<file path="src/rtl/core/pfa_pkg.sv">
`default_nettype none

package pfa_pkg;

    // Directory geometry, fixed by the 4 MB page format
    localparam int ENTRIES_PER_DIR = 1024;
    localparam int IDX_W           = 10;
    localparam int PDE_SHIFT       = 22;
    localparam logic [IDX_W-1:0] KERNEL_ENTRY = 10'h300;

    // Bitmap is scanned one word per cycle
    localparam int WORD_BITS = 32;
    localparam int BIT_W     = 5;

    // Stream payload widths (whole bytes)
    localparam int IN_W  = 48;
    localparam int OUT_W = 16;

    // Command codes
    localparam logic [1:0] CMD_ALLOC = 2'd0;
    localparam logic [1:0] CMD_FREE  = 2'd1;
    localparam logic [1:0] CMD_CHECK = 2'd2;

    // Bitmap update request from the sequencer
    typedef struct packed {
        logic set;
        logic clr;
    } map_op_t;

endpackage

`default_nettype wire

</file>
<file path="src/rtl/core/pfa_bitmap.sv">
`default_nettype none

// Frame-in-use bitmap held as 32-bit words. One word is selected per
// cycle; the lowest-free search runs over that word only.
module pfa_bitmap #(
    parameter int FRAME_COUNT = 32,
    parameter int WORDS       = 1,
    parameter int WW          = 1
) (
    input  wire logic                      clk,
    input  wire logic                      rst_n,
    input  wire logic [WW-1:0]             word_sel,
    input  wire logic [pfa_pkg::BIT_W-1:0] bit_sel,
    input  wire pfa_pkg::map_op_t          op,
    output logic                           free_any,
    output logic [pfa_pkg::BIT_W-1:0]      free_bit,
    output logic                           bit_used
);

    logic [pfa_pkg::WORD_BITS-1:0] words_reg [WORDS];
    logic [pfa_pkg::WORD_BITS-1:0] cur_word;
    logic [pfa_pkg::WORD_BITS-1:0] free_mask;

    // Reset image: frame zero and padding past the last frame read as used
    function automatic logic [pfa_pkg::WORD_BITS-1:0] word_init(input int w);
        logic [pfa_pkg::WORD_BITS-1:0] v;
        int f;
        v = '0;
        for (int b = 0; b < pfa_pkg::WORD_BITS; b++)
        begin
            f = w * pfa_pkg::WORD_BITS + b;
            v[b] = (f == 0) || (f >= FRAME_COUNT);
        end
        return v;
    endfunction

    // Lowest set bit by halving: five dependent steps
    function automatic logic [pfa_pkg::BIT_W-1:0] low_one(
        input logic [pfa_pkg::WORD_BITS-1:0] v
    );
        logic [pfa_pkg::WORD_BITS-1:0] x;
        logic [pfa_pkg::BIT_W-1:0] pos;
        x = v;
        pos = '0;
        for (int k = pfa_pkg::BIT_W - 1; k >= 0; k--)
        begin
            if ((x & ((32'd1 << (1 << k)) - 32'd1)) == 32'd0)
            begin
                pos[k] = 1'b1;
                x = x >> (1 << k);
            end
        end
        return pos;
    endfunction

    // Word read and search
    assign cur_word  = words_reg[word_sel];
    assign free_mask = ~cur_word;
    assign free_any  = |free_mask;
    assign free_bit  = low_one(free_mask);
    assign bit_used  = cur_word[bit_sel];

    // Bit set on allocate, clear on release
    always_ff @(posedge clk or negedge rst_n)
    begin
        if (!rst_n)
        begin
            for (int w = 0; w < WORDS; w++)
            begin
                words_reg[w] <= word_init(w);
            end
        end
        else if (op.set)
        begin
            words_reg[word_sel][free_bit] <= 1'b1;
        end
        else if (op.clr)
        begin
            words_reg[word_sel][bit_sel] <= 1'b0;
        end
    end

endmodule

`default_nettype wire

</file>
<file path="config.mk">
export PLATFORM = sky130hd
export DESIGN_NAME = pfa_bitmap
export DESIGN_NICKNAME = d
export VERILOG_FILES = /design/src/rtl/core/pfa_pkg.sv /design/src/rtl/core/pfa_bitmap.sv
export SDC_FILE = /design/constraint.sdc
export NUM_CORES = 1
export LEC_CHECK = 0
export BUFFER_PORTS_ARGS = -buffer_cell sky130_fd_sc_hd__buf_4
export CORE_MARGIN = 1.5
export CORE_UTILIZATION = 38
export CTS_CLUSTER_DIAMETER = 100
export DETAILED_ROUTE_END_ITERATION = 6
export PLACE_DENSITY = 0.58
export SYNTH_ARGS = -nofsm -noshare
export SYNTH_HDL_FRONTEND = slang
export SYNTH_SLANG_ARGS = --single-unit
</file>
<file path="constraint.sdc">
create_clock -name clk -period 6.3 [get_ports clk]
set_clock_uncertainty 0.1 [all_clocks]
set_input_delay 0 -clock clk [delete_from_list [all_inputs] [get_ports clk]]
set_output_delay 0 -clock clk [all_outputs]
set_load 0.01 [all_outputs]
</file>
Word-level counts from Yosys, hierarchy flattened
Index checks and enable logic that the tools add are counted.
{"block": "totals", "out_inout_bits": 7, "elab_cells": 41, "ff_bits": 32}
{"block": "classes", "muxes": 20, "bitwise": 4, "magnitude_cmp": 6, "reduce_logical": 10}
{"op": "$logic_not 32->1", "n": 5}
{"op": "$mux 32", "n": 5}
{"op": "$not 32->32", "n": 2}
{"op": "$and 32x32->32", "n": 1}
{"op": "$or 32x32->32", "n": 1}
{"op": "$reduce_or 32->1", "n": 1}
{"op": "$mux 15", "n": 1}
{"op": "$lt 5x6->1 const B", "n": 2}
{"op": "$demux 1 s5", "n": 2}
{"op": "$ge 5x1->1 const B", "n": 2}
{"op": "$mux 1", "n": 9}
{"op": "$mux 7", "n": 1}
{"op": "$bmux 1 s5", "n": 1}
{"op": "$logic_and 1x1->1", "n": 3}
{"op": "$mux 3", "n": 1}
{"op": "$reduce_bool 2->1", "n": 1}
{"op": "$ge 1x1->1 const B", "n": 1}
{"op": "$lt 1x1->1 const B", "n": 1}

Depth between registers and ports, before layout
{"block": "logic_depth", "depth_word": 20, "ltp_mapped": 10, "mapped_depth_nobuf": 9}

Worst setup path after synthesis
Ideal clock, no wire load.
{"block": "synth_path", "kind": "reg2reg", "startpoint": "register words_reg[0] (netlist bit)", "endpoint": "register words_reg[25] (netlist bit)", "synth_period_minus_slack_ps": 2697, "t_required_ps": 6108, "slack_ps": 3603, "arrival_time_ps": 2505, "stages_incl_launch_ff": 9, "n_path_buf": 1, "setup_ps": 92, "path_cell_list": "dfstp_2 -> nand4_2 -> or4_1 -> buf_6 -> clkinv_8 -> mux2_2 -> a21o_1 -> o31a_4 -> o31ai_2"}
{"element": "start: declaration", "line": "pfa_bitmap.sv:20", "rtl": "logic [pfa_pkg::WORD_BITS-1:0] words_reg [WORDS];"}
{"element": "start signal: indexed assignment", "line": "pfa_bitmap.sv:70", "rtl": "words_reg[w] <= word_init(w);"}
{"element": "$mux 32 (not written as such) (*)", "line": "pfa_bitmap.sv:57", "rtl": "assign cur_word = words_reg[word_sel];"}
{"element": "$not 32->32 (*)", "line": "pfa_bitmap.sv:58", "rtl": "assign free_mask = ~cur_word;"}
{"element": "$logic_not 32->1 (*)", "line": "pfa_bitmap.sv:47", "rtl": "if ((x & ((32'd1 << (1 << k)) - 32'd1)) == 32'd0)"}
{"element": "$mux 1 (*)", "line": "pfa_bitmap.sv:47"}
{"element": "net free_bit (one bit)", "line": "pfa_bitmap.sv:16", "rtl": "output logic [pfa_pkg::BIT_W-1:0] free_bit,"}
{"element": "$lt 5x6->1 (not written as such) / $ge 5x1->1 (equally long branches)", "line": "pfa_bitmap.sv:75", "rtl": "words_reg[word_sel][free_bit] <= 1'b1;"}
{"element": "$logic_and 1x1->1 (not written as such)", "line": "pfa_bitmap.sv:75"}
{"element": "$mux 1 (not written as such)", "line": "pfa_bitmap.sv:75"}
{"element": "$demux 1 s5 (*)", "line": "pfa_bitmap.sv:75"}
{"element": "$mux 32 (not written as such) (*)", "line": "pfa_bitmap.sv:75"}
{"element": "$or 32x32->32 (no source line) (*)"}
{"element": "$mux 32 (*)", "line": "pfa_bitmap.sv:73", "rtl": "else if (op.set)"}
Mark *: on every way through the listed nets, which the timed path passes. The rest lies on a longest branch. The select of a mux whose other input is x is not followed.
A chain may end at the register's enable or synchronous reset.

Worst setup path in the final report
{"block": "layout_path", "startpoint": "register words_reg[0] (netlist bit)", "endpoint": "register words_reg[28] (netlist bit)"}
{"block": "layout_via", "elab_chain_cells": 19}
{"element": "$mux 32 (not written as such) (*)", "line": "pfa_bitmap.sv:57"}
{"element": "$not 32->32 (*)", "line": "pfa_bitmap.sv:58"}
{"element": "$logic_not 32->1", "line": "pfa_bitmap.sv:47"}
{"element": "$mux 15", "line": "pfa_bitmap.sv:47"}
{"element": "$logic_not 32->1", "line": "pfa_bitmap.sv:47"}
{"element": "$mux 7", "line": "pfa_bitmap.sv:47"}
{"element": "$logic_not 32->1", "line": "pfa_bitmap.sv:47"}
{"element": "$mux 3", "line": "pfa_bitmap.sv:47"}
{"element": "[... 3 more ...]"}
{"element": "$mux 1", "line": "pfa_bitmap.sv:47"}
{"element": "$lt 5x6->1 (not written as such) / $ge 5x1->1 (equally long branches)", "line": "pfa_bitmap.sv:75"}
{"element": "$logic_and 1x1->1 (not written as such)", "line": "pfa_bitmap.sv:75"}
{"element": "$mux 1 (not written as such)", "line": "pfa_bitmap.sv:75"}
{"element": "$demux 1 s5 (*)", "line": "pfa_bitmap.sv:75"}
{"element": "$mux 32 (not written as such) (*)", "line": "pfa_bitmap.sv:75"}
{"element": "$or 32x32->32 (no source line) (*)"}
{"element": "$mux 32 (*)", "line": "pfa_bitmap.sv:73"}
Every way passes the cells marked *; elsewhere a longest branch is shown, timed or not. The select of a mux whose other input is x is not followed.

==> reports/results.txt <==
Synth cell count leaders: 59 x o21ai_0, 31 x dfrtp_1, 19 x nand2_1
PwrDens: 372 nW/um2
Total CTS buffers: 5
Worst slew margin: 0.464
Internal power: 0.000491 W
Place WS: 2.79 ns
R2r worst-path depth: 8
Critical Path RT: 6.33 ns
WL/cell: 22.9 um
Netlist cell types: 54
Setup ws final: 2.69 ns
Worst EP arrival: 3.64 ns
CP Buf/Inv Count: 1
Top-level I/O count: 17
Placer Congestion: 1.00
Routed wire length: 7280 um
Initial Util: 0.397
Hold path cells: 4
Initial DRC Count: 248
Synth area leader: dfrtp_1
Syn Std Cell Area: 2200 um2
Gr ovfl total: 0
Critical path class: reg2reg
Compound-Gate Fraction of Synth Area: 0.296
Combinational Power Share: 0.503
Delay-heaviest family, CP: compound AO/OA/AOI/OAI gates
Initial antenna violation count: 0
Clk buf depth: 2
Full die area: 6250 um2
Hold Violations, Final: 0
Post-route cell area: 2490 um2
Clk pin slew, worst setup/hold paths: 0.07 ns
Leakage Power: 0.949 nW
Status: completed
CTS Sinks: 32
CP Max Fanout: 17
Clock power share: 0.190
Switch share: 0.471
Die width: 79.1 um
Syn Area/Cell: 9.69 um2
Sequential area share after synthesis: 0.365
Tightest Pin Transition: 0.804 ns
Maxcap violations: 0
CTS tree: done
Nets: 255
Syn_nets: 237
CP max stage delay: 0.91 ns
Port Buffers: 16
DRT antenna net count: 0
Post-synthesis adder-cell area fraction: 0
HP Class: in2reg
Die Span Y: 79.1 um
Total track usage: 0.254
Post-synth EDFFs: 0
RSZ-0062 raised after global routing: false
Hold endpoint: words_reg[7]
Fin crit period: 3.61 ns
Reg-to-Reg End: words_reg[28]
Primary FF master, synth: dfrtp_1
Post-Synth Simple-Gate Area: 0.187
Post_cts resized: 0
R2R Path Start: words_reg[0]
DP Area: 2380 um2
Total power: 0.000927 W
Yosys warnings: 0
Count leader, synth: o21ai_0
Largest register FFs: 32
Psw: 0.000436 W
Area delta synth->final: 13.2%
Via Count: 2104
Mux share of post-synthesis cell area: 0.119
Rows: 27
Crit path cell chain: nand4_2 -> or4_1 -> nand3_1 -> a21o_4 -> clkinv_8 -> a21o_2 -> a21oi_1 -> o21ai_0
Hold path start: op[1]
Fmax: 0.277 GHz
Slew Viols, Final: 0
Final Setup Violations: 0
Synth Area in XOR/XNOR: 0
Clock Root Buffer: clkbuf_8
Yosys reg bits: 32
Largest family of logic cells by synthesized area: compound AO/OA/AOI/OAI gates
Hold WS: 0.0108 ns
Core area: 5540 um2
Crit. End Element: flop
Fin Setup TNS: 0 ns
Vias per cell: 6.62
Largest net degree at the start of global routing: 33
DP HPWL: 5400 um
Asr flop ratio synth: 1.00
Sequential power share: 0.307
Reg-to-reg setup timing slack: 2.69 ns
Clk Latency, worst-skew pair: 0.28 ns
Vias in the first global route: 2061
Yosys top cell area share: 0.353
Peak VDD IR: 157 uV
Syn Inst Count: 227
First-pass GRT wire length: 11600 um
Crit start category: flop
DRC Markers: 0
Diodes inserted: 0
Layout cells sized above 1: 0.215
Final period util: 0.573
DR pass1 iterations: 5
Top cells by area, synth: dfrtp_1 35%, o21ai_0 13%, mux4_2 9.2%
H-tree depth: 2
CP max-delay cell: or4_1
-- stage by stage --
stage | std cells | utilization
3_5_place_dp | 309 | 0.430
6_report | 318 | 0.449
5_1_grt | 318 | 0.449
3_3_place_gp | 309 | 0.430
2_1_floorplan | 227 | -
4_1_cts | 318 | 0.449
-- repair_timing --
action | 4_1_cts | 5_1_grt
hold endpoints to repair | 32 | 0
setup buffers | 0 | 0
hold buffers | 1 | 0
-- routing by layer --
layer	vias up	GRT usage	share of wire	wire length, um
met3	13	0.0529	0.11	789
met5	-	0	0	0
met4	0	0.0965	0.019	138
met2	125	0.369	0.45	3240
met1	1035	0.370	0.43	3110
li1	931	-	-	-
-- power by group through the flow --
stage	Combinational (W)	Clock, W	Sequential [W]
2_1_floorplan	0.000289	0	0.000269
3_3_place_gp	0.000458	0	0.000286
3_5_place_dp	0.000452	0	0.000287
4_1_cts	0.000455	0.000178	0.000283
5_1_grt	0.000500	0.000189	0.000289
6_report	0.000466	0.000176	0.000285
-- layout by cell type (no fill, tap or decap), types with 2 or more instances in the layout --
cell | synthesis | routed
and4_1 | 2 | 2
a211oi_1 | 2 | 2
and2_1 | 3 | 3
mux2_2 | 2 | 2
inv_1 | 3 | 3
nand3b_1 | 2 | 2
a21oi_1 | 7 | 7
o31ai_2 | 4 | 4
nor3b_1 | 2 | 2
nor2b_1 | 3 | 3
nor2_1 | 7 | 7
nor4_1 | 2 | 2
o21a_1 | 2 | 2
or3_1 | 3 | 3
buf_4 | 0 | 16
nand2_1 | 19 | 19
dfrtp_1 | 31 | 31
o31a_1 | 2 | 2
nand4_1 | 9 | 9
mux4_2 | 9 | 9
a31oi_1 | 2 | 2
clkinv_8 | 2 | 2
nand3_1 | 8 | 8
o31ai_1 | 9 | 9
clkbuf_8 | 0 | 7
o21ai_0 | 59 | 59
-- tightest hold or removal path, cell delays in order --
cell     delay (ns)
buf_4          0.10
or3b_2         0.11
o21ai_0        0.08
o31ai_1        0.07
-- logic make-up after synthesis --
kind of cell / after synthesis
AND/OR/NAND/NOR: 71
flip-flops: 32
buffers and inverters: 11
AO/OA/AOI/OAI: 100
multiplexers: 13
-- area by class of cell --
type,count,area (um2)
Inverter,5,43.8
Timing Repair Buffer,17,130
Sequential cell,32,802
Multi-Input combinational cell,184,1320
Fill cell,563,3050
Clock buffer,8,100
Tap cell,72,90.1
-- worst max path at each step --
stage	start	cells after the start	endpoint	slack, ns
after floorplan	words_reg[0]	8	words_reg[25]	3.60
after global placement	words_reg[0]	8	words_reg[28]	2.75
after detailed placement	words_reg[0]	8	words_reg[28]	2.79
after CTS	words_reg[0]	8	words_reg[28]	2.77
after global routing	words_reg[0]	9	free_bit[0]	2.57
final	words_reg[0]	8	words_reg[28]	2.69
No activity file was read; power rests on OpenSTA's default activity.
